$ cat src/sv/lruc_pkg.sv
// ----------------------------------------------------------------------------
// lruc_pkg
// Shared types and constants for the LRU key/value cache.
// ----------------------------------------------------------------------------
package lruc_pkg;

  // Operation carried by an input word
  typedef enum logic {
    CMD_GET = 1'b0,
    CMD_PUT = 1'b1
  } lruc_cmd_t;

  // Capacity register
  localparam int          CAP_W     = 5;
  localparam int unsigned CAP_RESET = 16;

  // Status from the lookup logic to the update logic
  typedef struct packed {
    logic hit;           // key present in a valid entry
    logic full;          // entries in use reached the capacity
    logic victim_found;  // a valid entry holds the oldest rank
    logic free_found;    // an entry is unused
  } lruc_look_t;

endpackage

$ cat src/sv/lruc_req_if.sv
// ----------------------------------------------------------------------------
// lruc_req_if
// Request channel: command, key and value with valid/ready.
// ----------------------------------------------------------------------------
interface lruc_req_if #(
  parameter int DATA_WIDTH = 32
);
  logic                         valid;
  logic                         ready;
  lruc_pkg::lruc_cmd_t          cmd;
  logic signed [DATA_WIDTH-1:0] key;
  logic signed [DATA_WIDTH-1:0] value;

  modport source (output valid, output cmd, output key, output value, input ready);
  modport sink   (input valid, input cmd, input key, input value, output ready);
endinterface

$ cat src/sv/lruc_rsp_if.sv
// ----------------------------------------------------------------------------
// lruc_rsp_if
// Response channel: hit, read value and eviction report with valid/ready.
// ----------------------------------------------------------------------------
interface lruc_rsp_if #(
  parameter int DATA_WIDTH = 32
);
  logic                         valid;
  logic                         ready;
  logic                         hit;
  logic signed [DATA_WIDTH-1:0] read_value;
  logic                         evicted;
  logic signed [DATA_WIDTH-1:0] evicted_key;

  modport source (output valid, output hit, output read_value, output evicted,
                  output evicted_key, input ready);
  modport sink   (input valid, input hit, input read_value, input evicted,
                  input evicted_key, output ready);
endinterface

$ cat src/sv/lruc_cfg_if.sv
// ----------------------------------------------------------------------------
// lruc_cfg_if
// Configuration write channel for the capacity register.
// ----------------------------------------------------------------------------
interface lruc_cfg_if;
  logic                       valid;
  logic                       ready;
  logic [lruc_pkg::CAP_W-1:0] data;

  modport source (output valid, output data, input ready);
  modport sink   (input valid, input data, output ready);
endinterface

$ cat src/sv/lru_key_value_cache_core.sv
// ----------------------------------------------------------------------------
// lru_key_value_cache_core
// Fully associative key/value cache with least-recently-used replacement.
// Each request word (get or put) is captured in an input register, looked up
// against all entries in one pass of parallel key compares, and its response
// plus the entry update land together at the next edge in the result
// register and the entry flops. A new word is taken every cycle unless a
// held response (out_ch.ready low) stalls the input register; throughput is
// one word per clock, set by the single lookup/update pass; every request
// sees the state left by the request before it. A get hit returns the stored
// value and makes the entry most recent; a get miss returns -1. A put hit
// overwrites the value and refreshes recency; a put miss inserts the key as
// most recent, first evicting the oldest entry (reported in evicted_key)
// when the entries in use have reached the capacity. Capacity writes of zero
// act as one and values above ENTRIES act as ENTRIES; lowering capacity
// drops nothing at once, later put misses evict before inserting. The config
// channel is always ready and must only be written while the block is idle.
// ----------------------------------------------------------------------------
module lru_key_value_cache_core #(
  parameter int ENTRIES    = 16,
  parameter int DATA_WIDTH = 32
) (
  input  logic       clk,
  input  logic       rst_n,
  lruc_cfg_if.sink   cfg_ch,
  lruc_req_if.sink   in_ch,
  lruc_rsp_if.source out_ch
);
  import lruc_pkg::*;

  localparam int IW = $clog2(ENTRIES);
  localparam int CW = $clog2(ENTRIES + 1);
  localparam logic [CW-1:0] CAP_INIT =
    CW'((CAP_RESET > ENTRIES) ? ENTRIES : CAP_RESET);

  // --------------------------------------------------------------------------
  // Capacity register, stored already clamped to 1..ENTRIES
  // --------------------------------------------------------------------------
  logic [CW-1:0] cap_r, cap_nxt;

  assign cfg_ch.ready = 1'b1;

  always_comb begin
    if (cfg_ch.data == '0) begin
      cap_nxt = CW'(1);
    end else if (int'(cfg_ch.data) > ENTRIES) begin
      cap_nxt = CW'(ENTRIES);
    end else begin
      cap_nxt = CW'(cfg_ch.data);
    end
  end

  always_ff @(posedge clk) begin
    if (!rst_n) begin
      cap_r <= CAP_INIT;
    end else if (cfg_ch.valid) begin
      cap_r <= cap_nxt;
    end
  end

  // --------------------------------------------------------------------------
  // Input register and handshake
  // --------------------------------------------------------------------------
  logic                  stg_valid_r;
  lruc_cmd_t             stg_cmd_r;
  logic [DATA_WIDTH-1:0] stg_key_r;
  logic [DATA_WIDTH-1:0] stg_val_r;
  logic                  out_valid_r;
  logic                  adv;       // staged word is processed this cycle

  assign adv         = stg_valid_r && (!out_valid_r || out_ch.ready);
  assign in_ch.ready = !stg_valid_r || adv;

  always_ff @(posedge clk) begin
    if (!rst_n) begin
      stg_valid_r <= 1'b0;
    end else if (in_ch.ready) begin
      stg_valid_r <= in_ch.valid;
    end
  end

  always_ff @(posedge clk) begin
    if (in_ch.ready && in_ch.valid) begin
      stg_cmd_r <= in_ch.cmd;
      stg_key_r <= in_ch.key;
      stg_val_r <= in_ch.value;
    end
  end

  // --------------------------------------------------------------------------
  // Entry state: valid bits and age ranks reset, keys and values do not.
  // Rank 0 is most recent; valid ranks are 0..count-1, all distinct.
  // --------------------------------------------------------------------------
  logic [ENTRIES-1:0]    valid_r, valid_nxt;
  logic [IW-1:0]         rank_r   [ENTRIES];
  logic [IW-1:0]         rank_nxt [ENTRIES];
  logic [CW-1:0]         count_r, count_nxt;
  logic [DATA_WIDTH-1:0] key_r    [ENTRIES];
  logic [DATA_WIDTH-1:0] val_r    [ENTRIES];

  // single write port for key/value storage
  logic                  wr_key_en;
  logic                  wr_val_en;
  logic [IW-1:0]         wr_idx;

  // --------------------------------------------------------------------------
  // Lookup
  // --------------------------------------------------------------------------
  lruc_look_t         look;
  logic [ENTRIES-1:0] match_vec;
  logic [IW-1:0]      hit_idx;
  logic [IW-1:0]      victim_idx;
  logic [IW-1:0]      free_idx;

  lruc_lookup #(
    .ENTRIES    (ENTRIES),
    .DATA_WIDTH (DATA_WIDTH)
  ) u_lookup (
    .valid_vec  (valid_r),
    .keys       (key_r),
    .ranks      (rank_r),
    .count      (count_r),
    .cap        (cap_r),
    .key        (stg_key_r),
    .look       (look),
    .match_vec  (match_vec),
    .hit_idx    (hit_idx),
    .victim_idx (victim_idx),
    .free_idx   (free_idx)
  );

  // --------------------------------------------------------------------------
  // Update and response
  // --------------------------------------------------------------------------
  logic                  is_put;
  logic                  do_evict;   // put miss with full cache and an oldest entry
  logic                  do_insert;  // put miss that finds a slot
  logic [IW-1:0]         ins_idx;
  logic [IW-1:0]         hit_rank;

  logic                  out_hit_r;
  logic [DATA_WIDTH-1:0] out_rv_r;
  logic                  out_ev_r;
  logic [DATA_WIDTH-1:0] out_evk_r;
  logic [DATA_WIDTH-1:0] rv_nxt;
  logic [DATA_WIDTH-1:0] evk_nxt;

  assign is_put    = (stg_cmd_r == CMD_PUT);
  assign do_evict  = is_put && !look.hit && look.full && look.victim_found;
  assign do_insert = is_put && !look.hit && (do_evict || look.free_found);
  assign ins_idx   = do_evict ? victim_idx : free_idx;
  assign hit_rank  = rank_r[hit_idx];

  always_comb begin
    valid_nxt = valid_r;
    rank_nxt  = rank_r;
    count_nxt = count_r;
    wr_key_en = 1'b0;
    wr_val_en = 1'b0;
    wr_idx    = hit_idx;
    if (adv) begin
      if (look.hit) begin
        // promote: younger entries age by one, hit entry becomes newest
        for (int i = 0; i < ENTRIES; i++) begin
          if (valid_r[i] && (IW'(i) != hit_idx) && (rank_r[i] < hit_rank)) begin
            rank_nxt[i] = rank_r[i] + IW'(1);
          end
        end
        rank_nxt[hit_idx] = '0;
        wr_val_en         = is_put;
      end else if (do_insert) begin
        // all surviving entries age by one, new entry is newest
        for (int i = 0; i < ENTRIES; i++) begin
          if (valid_r[i] && !(do_evict && (IW'(i) == victim_idx))) begin
            rank_nxt[i] = rank_r[i] + IW'(1);
          end
        end
        valid_nxt[ins_idx] = 1'b1;
        rank_nxt[ins_idx]  = '0;
        wr_key_en          = 1'b1;
        wr_val_en          = 1'b1;
        wr_idx             = ins_idx;
        if (!do_evict) begin
          count_nxt = count_r + CW'(1);
        end
      end
    end
  end

  always_ff @(posedge clk) begin
    if (!rst_n) begin
      valid_r <= '0;
      count_r <= '0;
      for (int i = 0; i < ENTRIES; i++) begin
        rank_r[i] <= '0;
      end
    end else begin
      valid_r <= valid_nxt;
      count_r <= count_nxt;
      rank_r  <= rank_nxt;
    end
  end

  always_ff @(posedge clk) begin
    if (wr_key_en) begin
      key_r[wr_idx] <= stg_key_r;
    end
    if (wr_val_en) begin
      val_r[wr_idx] <= stg_val_r;
    end
  end

  always_comb begin
    if (is_put) begin
      rv_nxt = '0;
    end else if (look.hit) begin
      rv_nxt = val_r[hit_idx];
    end else begin
      rv_nxt = '1;  // get miss reads as -1
    end
    evk_nxt = do_evict ? key_r[victim_idx] : '0;
  end

  // --------------------------------------------------------------------------
  // Result register
  // --------------------------------------------------------------------------
  always_ff @(posedge clk) begin
    if (!rst_n) begin
      out_valid_r <= 1'b0;
    end else if (adv) begin
      out_valid_r <= 1'b1;
    end else if (out_ch.ready) begin
      out_valid_r <= 1'b0;
    end
  end

  always_ff @(posedge clk) begin
    if (adv) begin
      out_hit_r <= look.hit;
      out_rv_r  <= rv_nxt;
      out_ev_r  <= do_evict;
      out_evk_r <= evk_nxt;
    end
  end

  assign out_ch.valid       = out_valid_r;
  assign out_ch.hit         = out_hit_r;
  assign out_ch.read_value  = out_rv_r;
  assign out_ch.evicted     = out_ev_r;
  assign out_ch.evicted_key = out_evk_r;

`ifndef SYNTHESIS
  // fill count tracks the valid bits
  a_count_matches: assert property (@(posedge clk) disable iff (!rst_n)
    $countones(valid_r) == int'(count_r))
    else $error("entry count out of step with valid bits");

  // a key sits in at most one valid entry
  a_unique_key: assert property (@(posedge clk) disable iff (!rst_n)
    stg_valid_r |-> $onehot0(match_vec))
    else $error("key matched in more than one entry");

  // a put miss on a full cache always finds the oldest entry to evict
  a_victim_exists: assert property (@(posedge clk) disable iff (!rst_n)
    (adv && is_put && !look.hit && look.full) |-> look.victim_found)
    else $error("no oldest entry found on full put miss");

  // a put miss always finds a slot
  a_insert_slot: assert property (@(posedge clk) disable iff (!rst_n)
    (adv && is_put && !look.hit) |-> do_insert)
    else $error("put miss found no slot");

  // response word appears the cycle after a word is processed
  a_resp_follows: assert property (@(posedge clk) disable iff (!rst_n)
    adv |=> out_valid_r)
    else $error("processed word produced no response");
`endif

endmodule

$ cat src/sv/lruc_lookup.sv
// ----------------------------------------------------------------------------
// lruc_lookup
// Parallel key compare, oldest-entry search and free-entry search.
// ----------------------------------------------------------------------------
module lruc_lookup #(
  parameter int ENTRIES    = 16,
  parameter int DATA_WIDTH = 32
) (
  input  logic [ENTRIES-1:0]              valid_vec,
  input  logic [DATA_WIDTH-1:0]           keys [ENTRIES],
  input  logic [$clog2(ENTRIES)-1:0]      ranks [ENTRIES],
  input  logic [$clog2(ENTRIES+1)-1:0]    count,
  input  logic [$clog2(ENTRIES+1)-1:0]    cap,
  input  logic [DATA_WIDTH-1:0]           key,
  output lruc_pkg::lruc_look_t            look,
  output logic [ENTRIES-1:0]              match_vec,
  output logic [$clog2(ENTRIES)-1:0]      hit_idx,
  output logic [$clog2(ENTRIES)-1:0]      victim_idx,
  output logic [$clog2(ENTRIES)-1:0]      free_idx
);
  import lruc_pkg::*;

  localparam int IW = $clog2(ENTRIES);
  localparam int CW = $clog2(ENTRIES + 1);

  logic [ENTRIES-1:0] oldest_vec;
  logic [CW-1:0]      oldest_rank;

  assign oldest_rank = count - CW'(1);

  always_comb begin
    for (int i = 0; i < ENTRIES; i++) begin
      match_vec[i]  = valid_vec[i] && (keys[i] == key);
      oldest_vec[i] = valid_vec[i] && (CW'(ranks[i]) == oldest_rank);
    end
  end

  // lowest index wins in each search
  always_comb begin
    hit_idx    = '0;
    victim_idx = '0;
    free_idx   = '0;
    for (int i = ENTRIES - 1; i >= 0; i--) begin
      if (match_vec[i]) begin
        hit_idx = IW'(i);
      end
      if (oldest_vec[i]) begin
        victim_idx = IW'(i);
      end
      if (!valid_vec[i]) begin
        free_idx = IW'(i);
      end
    end
  end

  always_comb begin
    look.hit          = |match_vec;
    look.full         = (count >= cap);
    look.victim_found = |oldest_vec;
    look.free_found   = ~&valid_vec;
  end

endmodule
$ cat src/flat_wrapper.sv
// flat-port wrapper written by rule: the top's interface ports become plain ports
module lru_key_value_cache_core_flat import lruc_pkg::*;
#(
  parameter int ENTRIES    = 16,
  parameter int DATA_WIDTH = 32
)
  (clk, rst_n, cfg_ch_valid, cfg_ch_data, cfg_ch_ready, in_ch_valid, in_ch_cmd, in_ch_key, in_ch_value, in_ch_ready, out_ch_valid, out_ch_hit, out_ch_read_value, out_ch_evicted, out_ch_evicted_key, out_ch_ready);
  lruc_cfg_if cfg_ch_i ();
  lruc_req_if #(.DATA_WIDTH(DATA_WIDTH)) in_ch_i ();
  lruc_rsp_if #(.DATA_WIDTH(DATA_WIDTH)) out_ch_i ();
  input  logic clk;
  input  logic rst_n;
  input wire logic [$bits(cfg_ch_i.valid)-1:0] cfg_ch_valid;
  input wire logic [$bits(cfg_ch_i.data)-1:0] cfg_ch_data;
  output wire logic [$bits(cfg_ch_i.ready)-1:0] cfg_ch_ready;
  input wire logic [$bits(in_ch_i.valid)-1:0] in_ch_valid;
  input wire logic [$bits(in_ch_i.cmd)-1:0] in_ch_cmd;
  input wire logic [$bits(in_ch_i.key)-1:0] in_ch_key;
  input wire logic [$bits(in_ch_i.value)-1:0] in_ch_value;
  output wire logic [$bits(in_ch_i.ready)-1:0] in_ch_ready;
  output wire logic [$bits(out_ch_i.valid)-1:0] out_ch_valid;
  output wire logic [$bits(out_ch_i.hit)-1:0] out_ch_hit;
  output wire logic [$bits(out_ch_i.read_value)-1:0] out_ch_read_value;
  output wire logic [$bits(out_ch_i.evicted)-1:0] out_ch_evicted;
  output wire logic [$bits(out_ch_i.evicted_key)-1:0] out_ch_evicted_key;
  input wire logic [$bits(out_ch_i.ready)-1:0] out_ch_ready;
  assign cfg_ch_i.valid = cfg_ch_valid;
  assign cfg_ch_i.data = cfg_ch_data;
  assign cfg_ch_ready = cfg_ch_i.ready;
  assign in_ch_i.valid = in_ch_valid;
  assign in_ch_i.cmd = in_ch_cmd;
  assign in_ch_i.key = in_ch_key;
  assign in_ch_i.value = in_ch_value;
  assign in_ch_ready = in_ch_i.ready;
  assign out_ch_valid = out_ch_i.valid;
  assign out_ch_hit = out_ch_i.hit;
  assign out_ch_read_value = out_ch_i.read_value;
  assign out_ch_evicted = out_ch_i.evicted;
  assign out_ch_evicted_key = out_ch_i.evicted_key;
  assign out_ch_i.ready = out_ch_ready;
  lru_key_value_cache_core #(.ENTRIES(ENTRIES), .DATA_WIDTH(DATA_WIDTH)) u_core (.clk(clk), .rst_n(rst_n), .cfg_ch(cfg_ch_i), .in_ch(in_ch_i), .out_ch(out_ch_i));
endmodule
$ cat config.mk
export PLATFORM = sky130hd
export DESIGN_NAME = lru_key_value_cache_core_flat
export DESIGN_NICKNAME = d
export VERILOG_FILES = /design/src/sv/lruc_pkg.sv /design/src/sv/lruc_req_if.sv /design/src/sv/lruc_rsp_if.sv /design/src/sv/lruc_cfg_if.sv /design/src/sv/lru_key_value_cache_core.sv /design/src/sv/lruc_lookup.sv /design/src/flat_wrapper.sv
export SDC_FILE = /design/constraint.sdc
export NUM_CORES = 2
export LEC_CHECK = 0
export BUFFER_PORTS_ARGS = -buffer_cell sky130_fd_sc_hd__buf_2
export CAP_MARGIN = 10
export CORE_MARGIN = 1.5
export CORE_UTILIZATION = 57
export CTS_CLUSTER_DIAMETER = 100
export CTS_CLUSTER_SIZE = 12
export DETAILED_ROUTE_END_ITERATION = 8
export HOLD_SLACK_MARGIN = 0.15
export PLACE_DENSITY_LB_ADDON = 0.3
export SLEW_MARGIN = 25
export SYNTH_ARGS = -nofsm -noshare
export SYNTH_HDL_FRONTEND = slang
export SYNTH_SLANG_ARGS = --single-unit
$ cat constraint.sdc
create_clock -name clk -period 8.31 [get_ports clk]
set_input_delay 2.0775 -clock clk [delete_from_list [all_inputs] [get_ports clk]]
set_output_delay 2.0775 -clock clk [all_outputs]
set_load 0.02 [all_outputs]
==> qor.csv <==
metric,value,unit
slew_violations,0,
io_pins,144,
gr-total-overflow,0,
grt_pass1_wl,307.0,mm
endpoint_kind,register,
p_leak,25.29,nW
initialDrtViolationCount,6566,
cts_root_buf,clkbuf_16,
min_period_over_period,0.8531,
clock-sinks,1247,
cts_tree,done,
crit_required,8.96,ns
drt-pass1-iter-count,7,
power,12.45,mW
post_cts_resized,0,
die_y,334.6,µm
yosysWarnings,0,
grt_max_degree,117,
final.min_clock_period,7.089,ns
yosysUniqueCellTypes,107,
clk_latency,0.76,ns
rsz0062_at_grt,no,
run_status,"finished, final reports clean",
place_congestion,1.040,
cts_buffers,114,
drive_above_1_share,0.1058,
die-width,334.6,µm
holdBufCountCts,0,
setup_tns,0,ns
tightest_slew,1.124,ns
synthesis.area,62660,µm²
layout.cells.non_filler,6954,
clk_path_buf_depth,3,
p_per_area,180.8,nW/µm²
async_flop_share,0,
nets,5632,
fmax,141.1,MHz
fp-row-count,121,
dieArea,111900,µm²
slew_headroom,0.2504,
peakVddDrop,195.1,µV
grt_pass1_vias,44060,
vias_per_cell,6.692,
antenna_found_initial,8,
worst-setup-path-type,reg -> reg,
final_cell_area,68870,µm²
fin_util,0.6318,
critical_path.cell_chain,xor2_1 -> or4_1 -> nand4bb_1 -> nor4_2 -> a21oi_1 -> o21ai_1 -> nand3b_1 -> buf_4 -> mux2i_1 -> a21oi_1 -> o221ai_2 -> buf_4 -> ha_1 -> a21o_1 -> a211oi_1 -> nand2_1 -> o41ai_4 -> a21oi_1 -> a211oi_2,
syn_to_final_growth,9.918,%
critPathMaxStageDelay,1.05,ns
final-setup-viol-count,0,
crit_fanout,18,
crit_top_cell,a21oi_1,
min_path_type,reg -> reg,
ys.flop_type,edfxtp_1,
place_area,65560,µm²
crit_buf_inv,2,
routed_wl,215.3,mm
crit_path_start_kind,register,
start_util,0.5748,
syn_nets,5504,
coreArea,109000,µm²
hpwl,147.5,mm
place_inst,6782,
portBuffers,142,
synth_seq_area_share,0.5829,
syn_inst,5358,
ant_nets,0,
remaining_drc_errors,0,
wl_per_cell,30.96,µm
grt_usage,0.3793,
final-hold-violation-count,0,
synth-edff-count,1155,
path_delay_family,compound AO/OA/AOI/OAI gates,
ys_ff_latch,1247,
fill_cells,8362,
skew,0.06057,ns
syn_avg_cell_area,11.69,µm²
htree_levels,3,
worst_ep_arrival_time,7.74,ns
post_cts_buffers,0,
cap_violations,0,
clk_pin_slew,0.08,ns
slowest_stage,edfxtp_1,
vias,46540,
==> worst reg2reg max path: stages (launching register included) <==
cell and delay, ns:
edfxtp_1 1.05, xor2_1 0.24, or4_1 0.56, nand4bb_1 0.21, nor4_2 0.72, a21oi_1 0.22
o21ai_1 0.33, nand3b_1 0.53, buf_4 0.38, mux2i_1 0.20, a21oi_1 0.11, o221ai_2 0.62
buf_4 0.31, ha_1 0.26, a21o_1 0.16, a211oi_1 0.22, nand2_1 0.15, o41ai_4 0.41
a21oi_1 0.14, a211oi_2 0.22
==> stage by stage <==
step           setup slack, ns  hold WS (ns)
6_report                 1.221        0.4905
5_1_grt                 0.9129        0.5139
4_1_cts                  1.346        0.4994
3_5_place_dp             1.397        0.4903
3_3_place_gp             1.005        0.4658
2_1_floorplan          0.05543        0.4532
==> cells in the mapped netlist (10+ instances only) <==
master / instances / share of area
nor4b_1: 23 / 0.0032
inv_1: 49 / 0.0029
o21a_1: 39 / 0.0047
nand4b_1: 27 / 0.0038
buf_1: 39 / 0.0023
or4_1: 14 / 0.0017
clkbuf_1: 160 / 0.0096
nor2b_1: 13 / 0.0013
o22ai_1: 84 / 0.0084
nand2_1: 939 / 0.056
o211ai_1: 25 / 0.0030
nor4_1: 192 / 0.019
or3_1: 32 / 0.0032
o21ai_1: 11 / 0.00088
and2_1: 10 / 0.0010
and3_1: 23 / 0.0023
xnor3_1: 16 / 0.0058
a32oi_1: 33 / 0.0046
a211oi_1: 21 / 0.0025
nand4_1: 66 / 0.0066
nand2b_1: 21 / 0.0021
and4_1: 10 / 0.0014
nand3_1: 145 / 0.012
a21o_1: 13 / 0.0016
a21oi_1: 113 / 0.0090
mux2_2: 27 / 0.0049
ha_1: 71 / 0.014
a31oi_1: 59 / 0.0059
mux2i_1: 367 / 0.059
xor2_1: 486 / 0.068
nor2_1: 226 / 0.014
buf_4: 22 / 0.0026
buf_2: 69 / 0.0055
o31ai_1: 11 / 0.0013
xnor2_1: 85 / 0.012
o21ai_0: 264 / 0.021
nor3_1: 94 / 0.0075
dfxtp_1: 92 / 0.029
o211a_1: 10 / 0.0016
buf_6: 21 / 0.0038
edfxtp_1: 1155 / 0.55
==> cells by family after synthesis <==
logic type,synth area share
buffers and inverters,0.02696
adder cells (fa/ha/maj),0.01418
flip-flops,0.5829
AO/OA/AOI/OAI,0.08493
other,0.00005985
multiplexers,0.06348
AND/OR/NAND/NOR,0.1415
XOR/XNOR,0.08600
==> cell usage in the layout (no fill, tap or decap), types with 14 or more instances in the layout <==
cell type / n
a211oi_1: 21
a21oi_1: 113
a31oi_1: 58
a32oi_1: 33
and3_1: 22
buf_12: 15
buf_2: 142
buf_4: 158
clkbuf_1: 44
clkbuf_16: 116
dfxtp_1: 92
edfxtp_1: 1155
ha_1: 71
inv_1: 49
mux2_2: 27
mux2i_1: 367
nand2_1: 936
nand2b_1: 21
nand3_1: 144
nand4_1: 66
nand4b_1: 27
nor2_1: 190
nor2_4: 28
nor3_1: 94
nor4_1: 191
nor4b_1: 23
o211ai_1: 25
o21a_1: 37
o21ai_0: 262
o22ai_1: 84
or3_1: 32
or4_1: 14
xnor2_1: 85
xnor3_1: 16
xor2_1: 486
==> power by group <==
| part | leakage [nW] | switching, mW | internal, mW |
|---|---|---|---|
| clock | 1.57 | 2.33 | 2.58 |
| combinational | 12.5 | 0.399 | 0.161 |
| sequential | 11.2 | 0.0833 | 6.90 |
==> routing by layer <==
metal  share of wire  vias to the layer above  GRT usage  wire, µm
met5         0.00037                        -          0        80
met4           0.059                       12     0.1957     12730
met3            0.11                      568    0.08078     24060
met2            0.45                     3046     0.5747     95850
met1            0.38                    22830     0.5170     82610
li1                -                    20080          -         -
==> state kept, by name, summed over array words and instances (netlist names) <==
register                   flops
u_core.out_ch.hit              1
u_core.out_ch.valid            1
u_core.out_ch.evicted          1
u_core.cap_r                   5
u_core.count_r                 5
u_core.key_r                 512
u_core.stg_key_r              32
u_core.stg_val_r              32
u_core.val_r                 512
u_core.valid_r                16
u_core.out_ch.evicted_key     32
u_core.out_ch.read_value      32
u_core.stg_valid_r             1
u_core.is_put                  1
u_core.rank_r                 64
==> final timing paths <==
check / start / end / slack (ns) / depth (start not counted)
min: u_core.cap_r[0] / u_core.cap_r[0] / 0.49 / 2
max: u_core.stg_key_r[28] / u_core.rank_r[52] / 1.22 / 19
max reg2reg: u_core.stg_key_r[28] / u_core.rank_r[52] / 1.22 / 19
min reg2reg: u_core.cap_r[0] / u_core.cap_r[0] / 0.49 / 2
==> cell type report <==
cell class / count / area [µm²] / area share
multi-input cells: 3748 / 24800 / 0.3601
diodes: 1 / 2.502 / 0.00003633
clock inverters: 9 / 205.2 / 0.002979
repair buffers: 323 / 2310 / 0.03354
flip-flops and latches: 1247 / 36530 / 0.5303
well taps: 1414 / 1769 / 0.02569
inverters: 52 / 195.2 / 0.002834
clock buffers: 160 / 3068 / 0.04454
No activity file was read; power rests on OpenSTA's default activity.
